==> src/rtl/bla_pkg.sv <==
// shared constants and types for the battery level averager
package bla_pkg;

    localparam int WINDOW      = 8;
    localparam int SAMPLE_W    = 12;
    localparam int PCT_W       = 7;
    localparam int SLOT_W      = (WINDOW > 1) ? $clog2(WINDOW) : 1;
    localparam int CNT_W       = $clog2(WINDOW + 1);
    localparam int SUM_W       = SAMPLE_W + CNT_W;
    localparam int PCT_NUM_W   = SAMPLE_W + 7;
    localparam int DIV_NUM_W   = (SUM_W > PCT_NUM_W) ? SUM_W : PCT_NUM_W;
    localparam int DIV_DEN_W   = SAMPLE_W;
    localparam int DIV_STEP_W  = $clog2(DIV_NUM_W + 1);
    localparam int FULL_SCALE  = 100;
    localparam int IN_TDATA_W  = 16;
    localparam int OUT_TDATA_W = 24;

    localparam logic REG_FLOOR   = 1'b0;
    localparam logic REG_CEILING = 1'b1;

    typedef struct packed {
        logic             done;
        logic [SUM_W-1:0] sum;
        logic [CNT_W-1:0] count;
    } t_win_status;

endpackage

==> src/rtl/bla_window.sv <==
// sample ring with a serial nonzero sum and count pass
module bla_window
    import bla_pkg::*;
(
    input  logic                i_clk,
    input  logic                i_rst_n,
    input  logic                i_load,
    input  logic [SAMPLE_W-1:0] i_sample,
    output t_win_status         o_status
);

    logic [SAMPLE_W-1:0] r_store [WINDOW];
    logic [SLOT_W-1:0]   r_slot;
    logic [SLOT_W-1:0]   n_slot;
    logic [SLOT_W-1:0]   r_idx;
    logic                r_busy;
    logic                r_done;
    logic [SUM_W-1:0]    r_sum;
    logic [CNT_W-1:0]    r_count;

    assign n_slot = (r_slot == SLOT_W'(WINDOW - 1)) ? '0 : r_slot + 1'b1;

    always_ff @(posedge i_clk) begin
        if (!i_rst_n) begin
            for (int k = 0; k < WINDOW; k++) begin
                r_store[k] <= '0;
            end
            r_slot  <= '0;
            r_idx   <= '0;
            r_busy  <= 1'b0;
            r_done  <= 1'b0;
            r_sum   <= '0;
            r_count <= '0;
        end else begin
            r_done <= !i_load && r_busy && (r_idx == SLOT_W'(WINDOW - 1));
            if (i_load) begin
                r_slot          <= n_slot;
                r_store[n_slot] <= i_sample;
                r_idx           <= '0;
                r_busy          <= 1'b1;
                r_sum           <= '0;
                r_count         <= '0;
            end else if (r_busy) begin
                if (r_store[r_idx] != '0) begin
                    r_sum   <= r_sum + SUM_W'(r_store[r_idx]);
                    r_count <= r_count + 1'b1;
                end
                if (r_idx == SLOT_W'(WINDOW - 1)) begin
                    r_busy <= 1'b0;
                end else begin
                    r_idx <= r_idx + 1'b1;
                end
            end
        end
    end

    assign o_status.done  = r_done;
    assign o_status.sum   = r_sum;
    assign o_status.count = r_count;

endmodule

==> src/rtl/bla_serial_div.sv <==
// restoring divider, one quotient bit per cycle
module bla_serial_div
    import bla_pkg::*;
(
    input  logic                 i_clk,
    input  logic                 i_rst_n,
    input  logic                 i_start,
    input  logic [DIV_NUM_W-1:0] i_num,
    input  logic [DIV_DEN_W-1:0] i_den,
    output logic                 o_done,
    output logic [DIV_NUM_W-1:0] o_quot
);

    logic [DIV_NUM_W-1:0]  r_num;
    logic [DIV_DEN_W-1:0]  r_den;
    logic [DIV_DEN_W-1:0]  r_rem;
    logic [DIV_STEP_W-1:0] r_step;
    logic                  r_busy;
    logic                  r_done;
    logic [DIV_DEN_W:0]    trial;
    logic                  fits;

    assign trial = {r_rem, r_num[DIV_NUM_W-1]};
    assign fits  = (trial >= {1'b0, r_den});

    always_ff @(posedge i_clk) begin
        if (!i_rst_n) begin
            r_busy <= 1'b0;
            r_done <= 1'b0;
            r_step <= '0;
        end else begin
            r_done <= !i_start && r_busy && (r_step == DIV_STEP_W'(1));
            if (i_start) begin
                r_num  <= i_num;
                r_den  <= i_den;
                r_rem  <= '0;
                r_step <= DIV_STEP_W'(DIV_NUM_W);
                r_busy <= 1'b1;
            end else if (r_busy) begin
                r_rem  <= fits ? DIV_DEN_W'(trial - {1'b0, r_den}) : DIV_DEN_W'(trial);
                r_num  <= {r_num[DIV_NUM_W-2:0], fits};
                r_step <= r_step - 1'b1;
                if (r_step == DIV_STEP_W'(1)) begin
                    r_busy <= 1'b0;
                end
            end
        end
    end

    assign o_done = r_done;
    assign o_quot = r_num;

endmodule

==> src/rtl/battery_level_averager.sv <==
// top level: sample ring, averaging and percent mapping sequencer
//
// input beats on s_axis carry one 12-bit converter sample each; output beats
// on m_axis carry the charge percent and the window average. two registers,
// floor and ceiling, are written through i_cfg_we / i_cfg_index / i_cfg_data.
// one result beat comes out for every input beat, in order.
// output valid rises after the ring scan (one entry a cycle), the average
// division (start, load, 19 quotient bits at one bit a cycle, capture), the
// mapping state and the percent division, and the load of the output register;
// both divisions share one restoring divider. an empty ring or a mapping that
// falls outside the span skips the matching division.
// one item is in work at a time, so the next input beat is taken only once
// the previous result has been loaded into the output register.
// a new sample is taken while a previous result still waits on m_axis; the
// finished result then holds until the output register frees.
// a stalled receiver keeps m_axis_tdata stable and blocks further results.
// reset clears the ring to zero, the write slot to zero, floor to 0 and
// ceiling to 4095.
module battery_level_averager
    import bla_pkg::*;
(
    input  logic                   i_clk,
    input  logic                   i_rst_n,
    input  logic                   s_axis_tvalid,
    output logic                   s_axis_tready,
    input  logic [IN_TDATA_W-1:0]  s_axis_tdata,   // sample[11:0], zero pad
    output logic                   m_axis_tvalid,
    input  logic                   m_axis_tready,
    output logic [OUT_TDATA_W-1:0] m_axis_tdata,   // percent[6:0], average[18:7], pad
    input  logic                   i_cfg_we,
    input  logic                   i_cfg_index,
    input  logic [SAMPLE_W-1:0]    i_cfg_data
);

    typedef enum logic [2:0] {
        S_IDLE,
        S_SUM,
        S_DIV_AVG,
        S_MAP,
        S_DIV_PCT,
        S_WRITE
    } t_state;

    t_state               r_state;
    logic [SAMPLE_W-1:0]  r_floor;
    logic [SAMPLE_W-1:0]  r_ceiling;
    logic [SAMPLE_W-1:0]  r_avg;
    logic [PCT_W-1:0]     r_pct;
    logic                 r_out_valid;
    logic [SAMPLE_W-1:0]  r_out_avg;
    logic [PCT_W-1:0]     r_out_pct;
    logic                 r_div_start;
    logic [DIV_NUM_W-1:0] r_div_num;
    logic [DIV_DEN_W-1:0] r_div_den;

    logic                 in_beat;
    t_win_status          win;
    logic                 div_done;
    logic [DIV_NUM_W-1:0] div_quot;
    logic [SAMPLE_W-1:0]  diff;
    logic [PCT_NUM_W-1:0] scaled;
    logic                 map_zero;

    assign s_axis_tready = (r_state == S_IDLE);
    assign in_beat       = s_axis_tvalid && s_axis_tready;

    assign diff     = r_avg - r_floor;
    assign scaled   = PCT_NUM_W'({diff, 6'b0}) + PCT_NUM_W'({diff, 5'b0})
                    + PCT_NUM_W'({diff, 2'b0});
    assign map_zero = (r_ceiling <= r_floor) || (r_avg < r_floor);

    bla_window u_window (
        .i_clk    (i_clk),
        .i_rst_n  (i_rst_n),
        .i_load   (in_beat),
        .i_sample (s_axis_tdata[SAMPLE_W-1:0]),
        .o_status (win)
    );

    bla_serial_div u_div (
        .i_clk   (i_clk),
        .i_rst_n (i_rst_n),
        .i_start (r_div_start),
        .i_num   (r_div_num),
        .i_den   (r_div_den),
        .o_done  (div_done),
        .o_quot  (div_quot)
    );

    always_ff @(posedge i_clk) begin
        if (!i_rst_n) begin
            r_floor   <= '0;
            r_ceiling <= '1;
        end else if (i_cfg_we) begin
            unique case (i_cfg_index)
                REG_FLOOR:   r_floor   <= i_cfg_data;
                REG_CEILING: r_ceiling <= i_cfg_data;
                default: ;
            endcase
        end
    end

    always_ff @(posedge i_clk) begin
        if (!i_rst_n) begin
            r_state     <= S_IDLE;
            r_out_valid <= 1'b0;
            r_div_start <= 1'b0;
        end else begin
            r_div_start <= ((r_state == S_SUM) && win.done && (win.count != '0))
                         || ((r_state == S_MAP) && !map_zero);
            if (r_out_valid && m_axis_tready && (r_state != S_WRITE)) begin
                r_out_valid <= 1'b0;
            end
            unique case (r_state)
                S_IDLE: begin
                    if (in_beat) begin
                        r_state <= S_SUM;
                    end
                end
                S_SUM: begin
                    if (win.done) begin
                        if (win.count == '0) begin
                            r_avg   <= '0;
                            r_state <= S_MAP;
                        end else begin
                            r_div_num <= DIV_NUM_W'(win.sum);
                            r_div_den <= DIV_DEN_W'(win.count);
                            r_state   <= S_DIV_AVG;
                        end
                    end
                end
                S_DIV_AVG: begin
                    if (div_done) begin
                        r_avg   <= div_quot[SAMPLE_W-1:0];
                        r_state <= S_MAP;
                    end
                end
                S_MAP: begin
                    if (map_zero) begin
                        r_pct   <= '0;
                        r_state <= S_WRITE;
                    end else begin
                        r_div_num <= DIV_NUM_W'(scaled);
                        r_div_den <= r_ceiling - r_floor;
                        r_state   <= S_DIV_PCT;
                    end
                end
                S_DIV_PCT: begin
                    if (div_done) begin
                        if (div_quot > DIV_NUM_W'(FULL_SCALE)) begin
                            r_pct <= PCT_W'(FULL_SCALE);
                        end else begin
                            r_pct <= div_quot[PCT_W-1:0];
                        end
                        r_state <= S_WRITE;
                    end
                end
                S_WRITE: begin
                    if (!r_out_valid || m_axis_tready) begin
                        r_out_valid <= 1'b1;
                        r_out_avg   <= r_avg;
                        r_out_pct   <= r_pct;
                        r_state     <= S_IDLE;
                    end
                end
                default: r_state <= S_IDLE;
            endcase
        end
    end

    assign m_axis_tvalid = r_out_valid;
    assign m_axis_tdata  = {{(OUT_TDATA_W - SAMPLE_W - PCT_W){1'b0}}, r_out_avg, r_out_pct};

endmodule

==> config.mk <==
export PLATFORM = sky130hd
export DESIGN_NAME = battery_level_averager
export DESIGN_NICKNAME = d
export VERILOG_FILES = /design/src/rtl/bla_pkg.sv /design/src/rtl/bla_window.sv /design/src/rtl/bla_serial_div.sv /design/src/rtl/battery_level_averager.sv
export SDC_FILE = /design/constraint.sdc
export NUM_CORES = 1
export LEC_CHECK = 0
export BUFFER_PORTS_ARGS = -buffer_cell sky130_fd_sc_hd__clkbuf_2
export CAP_MARGIN = 25
export CORE_ASPECT_RATIO = 1.25
export CORE_MARGIN = 2
export CORE_UTILIZATION = 38
export DETAILED_ROUTE_END_ITERATION = 8
export HOLD_SLACK_MARGIN = 0.05
export PLACE_DENSITY_LB_ADDON = 0.15
export SETUP_SLACK_MARGIN = 0.02
export SKIP_CTS_REPAIR_TIMING = 1
export SLEW_MARGIN = 20
export SYNTH_ARGS = -nofsm -noshare
export SYNTH_HDL_FRONTEND = slang
export SYNTH_SLANG_ARGS = --single-unit
==> constraint.sdc <==
create_clock -name i_clk -period 4.5 [get_ports i_clk]
set_clock_uncertainty 0.15 [all_clocks]
set_input_delay 0.9 -clock i_clk [delete_from_list [all_inputs] [get_ports i_clk]]
set_output_delay 0.9 -clock i_clk [all_outputs]
set_load 0.005 [all_outputs]
==> impl_metrics.py <==
metrics = {
    "critical_path": {
        "crit_type": "reg2reg",
        "arrival_ns": 4.53,
        "r2r_slack_ns": 0.11,
        "cp-start-kind": "flop",
        "crit_fanout": 3,
        "ff2ff_path_depth": 17,
        "critPathCaptureType": "flop",
        "rr_endpoint": "r_div_num[17]",
        "critical_path_required_ns": 4.64,
        "rr_startpoint": "r_avg[1]",
    },
    "placement": {
        "hpwlAfterDp_um": 22600,
        "placed_cells": 1773,
        "io_buffers": 50,
        "gp_congestion": 0.809,
    },
    "pwr": {
        "comb_power_share_pct": 21.5,
        "ir_drop_uv": 330,
        "powerDensity_nw_per_um2": 433,
        "p_leak_nw": 6.45,
        "power_switching_mw": 2.01,
        "swShare_pct": 28.1,
        "clockPowerShare_pct": 35.9,
        "seq_power_share_pct": 42.6,
        "power_mw": 7.15,
        "internal_power_mw": 5.14,
    },
    "clocking": {
        "clk-insertion-delay-late_ns": 0.57,
        "path_clk_slew_ns": 0.06,
        "numCtsBuffers": 31,
        "cts-htree-levels": 1,
        "clock_sinks": 275,
        "cts.path.max_buffers": 3,
        "tritoncts": "yes",
        "cts_root_buffer": "clkbuf_16",
    },
    "yosys": {
        "syn_area_um2": 14200,
        "ys.warnings.count": 0,
        "avgSynthCellArea_um2": 11.5,
        "ys_seq_area_share_pct": 53.3,
        "postSynthCellCount": 1238,
        "synth-edff-count": 208,
        "synthFlopType": "edfxtp_1",
        "synth.lib_cells_used.distinct": 66,
        "async_flop_share_pct": 0,
        "synth.ff_latch_count": 275,
    },
    "worst_hold_path": {
        "hold_path_end": "u_div.r_den[4]",
        "hp-class": "reg2reg",
        "hp-start": "r_div_den[4]",
        "min_path_cells": 0,
    },
    "timing": {
        "setup_violations": 0,
        "timing.setup.tns_ns": 0,
        "rsz0062_at_grt": "true",
        "slew_headroom_pct": 41.5,
        "fin_crit_sh_pct": 97.6,
        "worst_pin_slew_ns": 0.878,
        "period_minus_slack_ns": 4.39,
        "maxSlewViolCount": 0,
        "hold_viol_final": 0,
        "fmax_mhz": 228,
    },
    "drt": {
        "drtIter0Drc": 302,
        "drt_pass1_iterations": 5,
        "ant_nets": 0,
        "wl_per_cell_um": 17.3,
        "drt-total-wl_um": 31700,
        "num_vias": 9172,
        "drc": 0,
        "via_per_inst": 4.99,
    },
    "layout": {
        "multiInputGateArea_um2": 6410,
        "area_delta_synth_final_pct": 15.9,
        "seq_area_um2": 7590,
        "fin_nets": 1447,
        "nFillCells": 3474,
        "layout.cells.non_filler": 1838,
        "num_antenna_cells": 0,
        "drive_gt1_share_pct": 17.8,
    },
    "global_routing": {
        "grt_pass1_vias": 9282,
        "grt_first_pass_wirelength_um": 51000,
        "overflow": 0,
        "grt.total_usage_pct": 16.8,
        "grt_max_degree": 50,
        "antenna_found_initial": 0,
    },
    "floorplanning": {
        "core.rowCount": 79,
        "die_area_um2": 39100,
        "die_h_um": 220,
        "start_util_pct": 38.4,
        "boundaryPins": 60,
        "fp.dieW_um": 177,
        "core-area_um2": 37100,
    },
    "status": {
        "status": "finished, final reports clean",
    },
    "flow_run": {
        "cap_viol_max_count": 0,
    },
}
## critical path, stage by stage (launching register included)
cell       delay, ns
edfxtp_1        0.42
ha_1            0.31
nor2b_4         0.12
o21a_1          0.20
o21ai_2         0.16
nand2b_1        0.08
a21oi_2         0.17
xnor2_2         0.15
fa_1            0.47
ha_1            0.31
a21o_1          0.16
a21o_1          0.21
a2111oi_4       0.39
buf_4           0.18
o31ai_2         0.09
o41ai_2         0.32
xor2_1          0.18
nor2_1          0.05
## worst max path at each step
| stage | start | endpoint |
|---|---|---|
| 2_1_floorplan | r_floor[1] | r_div_num[17] |
| 3_3_place_gp | r_avg[1] | r_div_num[17] |
| 3_5_place_dp | r_avg[1] | r_div_num[17] |
| 4_1_cts | r_avg[1] | r_div_num[17] |
| 5_1_grt | r_avg[1] | r_div_num[17] |
| 6_report | r_avg[1] | r_div_num[17] |
## synth_stat cells (25+ instances only)
cell,number,area share (%)
nor3_1,32,1.1
dfxtp_1,67,9.4
mux2i_1,30,2.1
clkbuf_1,36,0.95
a21oi_1,40,1.4
nor2_1,70,1.8
ha_1,74,6.5
o21ai_0,33,1.2
nand3_1,25,0.88
and2_1,114,5.0
edfxtp_1,208,44
nand2_1,125,3.3
inv_1,60,1.6
xnor2_1,32,2.0
## kinds of logic after synthesis
kind of cell	after synthesis	synth area share, %
flops	275	53.3
other cells	1	0.0263
fa+ha+maj	85	8.04
mux	72	7.09
simple gates	455	16.3
xor+xnor	50	3.07
buf+inv	111	3.35
compound gates	189	8.86
## routing by layer
metal	track usage, %	vias to the layer above	share of wire [%]
li1	-	4626	-
met4	6.83	0	3.9
met5	0	-	0
met2	30.3	150	50
met1	20.5	4329	43
met3	1.91	67	3.5
## state kept, by name (all words and copies together), names as in the netlist, 4 cells and up, named ones only
name	flops
u_window.r_sum	16
u_div.r_step	5
r_avg	12
u_window.r_store	96
r_div_den	12
r_pct	7
u_div.r_den	12
r_out_pct	7
r_floor	12
r_out_avg	12
u_div.o_quot	19
u_window.r_count	4
r_div_num	19
r_ceiling	12
u_div.r_rem	12
## stage by stage
step           util, %  instance area (um2)  worst slack, ns  hold slack [ns]
6_report          44.6                16500            0.108            0.263
5_1_grt           44.6                16500           -0.114            0.271
4_1_cts           43.9                16300           -0.250            0.268
3_5_place_dp      41.1                15200           -0.212            0.255
3_3_place_gp      41.1                15200           -0.187            0.251
2_1_floorplan        -                14300           0.0442            0.250
## power groups by stage
stage | clock network [mW] | logic, mW | registers (mW)
after detailed placement | 0 | 1.48 | 3.10
after global placement | 0 | 1.47 | 3.09
after global routing | 2.74 | 1.73 | 3.06
after CTS | 2.63 | 1.49 | 3.04
after floorplan | 0 | 1.13 | 3.04
final | 2.56 | 1.54 | 3.04
## placed cells by master (no fill, tap or decap), types with 13 or more instances in the layout
master,count
inv_1,58
o21a_1,13
buf_4,52
a21boi_0,21
nor3_1,32
edfxtp_1,208
xnor2_1,29
and2_1,113
nand2b_1,17
nand2_1,125
clkbuf_2,50
mux4_2,17
mux2_2,21
xor2_1,15
clkbuf_16,31
mux2i_1,30
nand3_1,25
a21oi_1,35
dfxtp_1,67
a21o_1,22
nor2_1,70
ha_1,68
nor2b_1,14
o21ai_0,27
## layout make-up
type                       count  area share [%]
tap                          486            3.68
inverter                      61            1.39
clock buffer                  37            4.89
clock inverter                20            1.39
timing repair buffer         103            3.91
multi-input combinational    856            38.8
sequential                   275            45.9
Note: power is estimated with default switching activity, not from simulation.
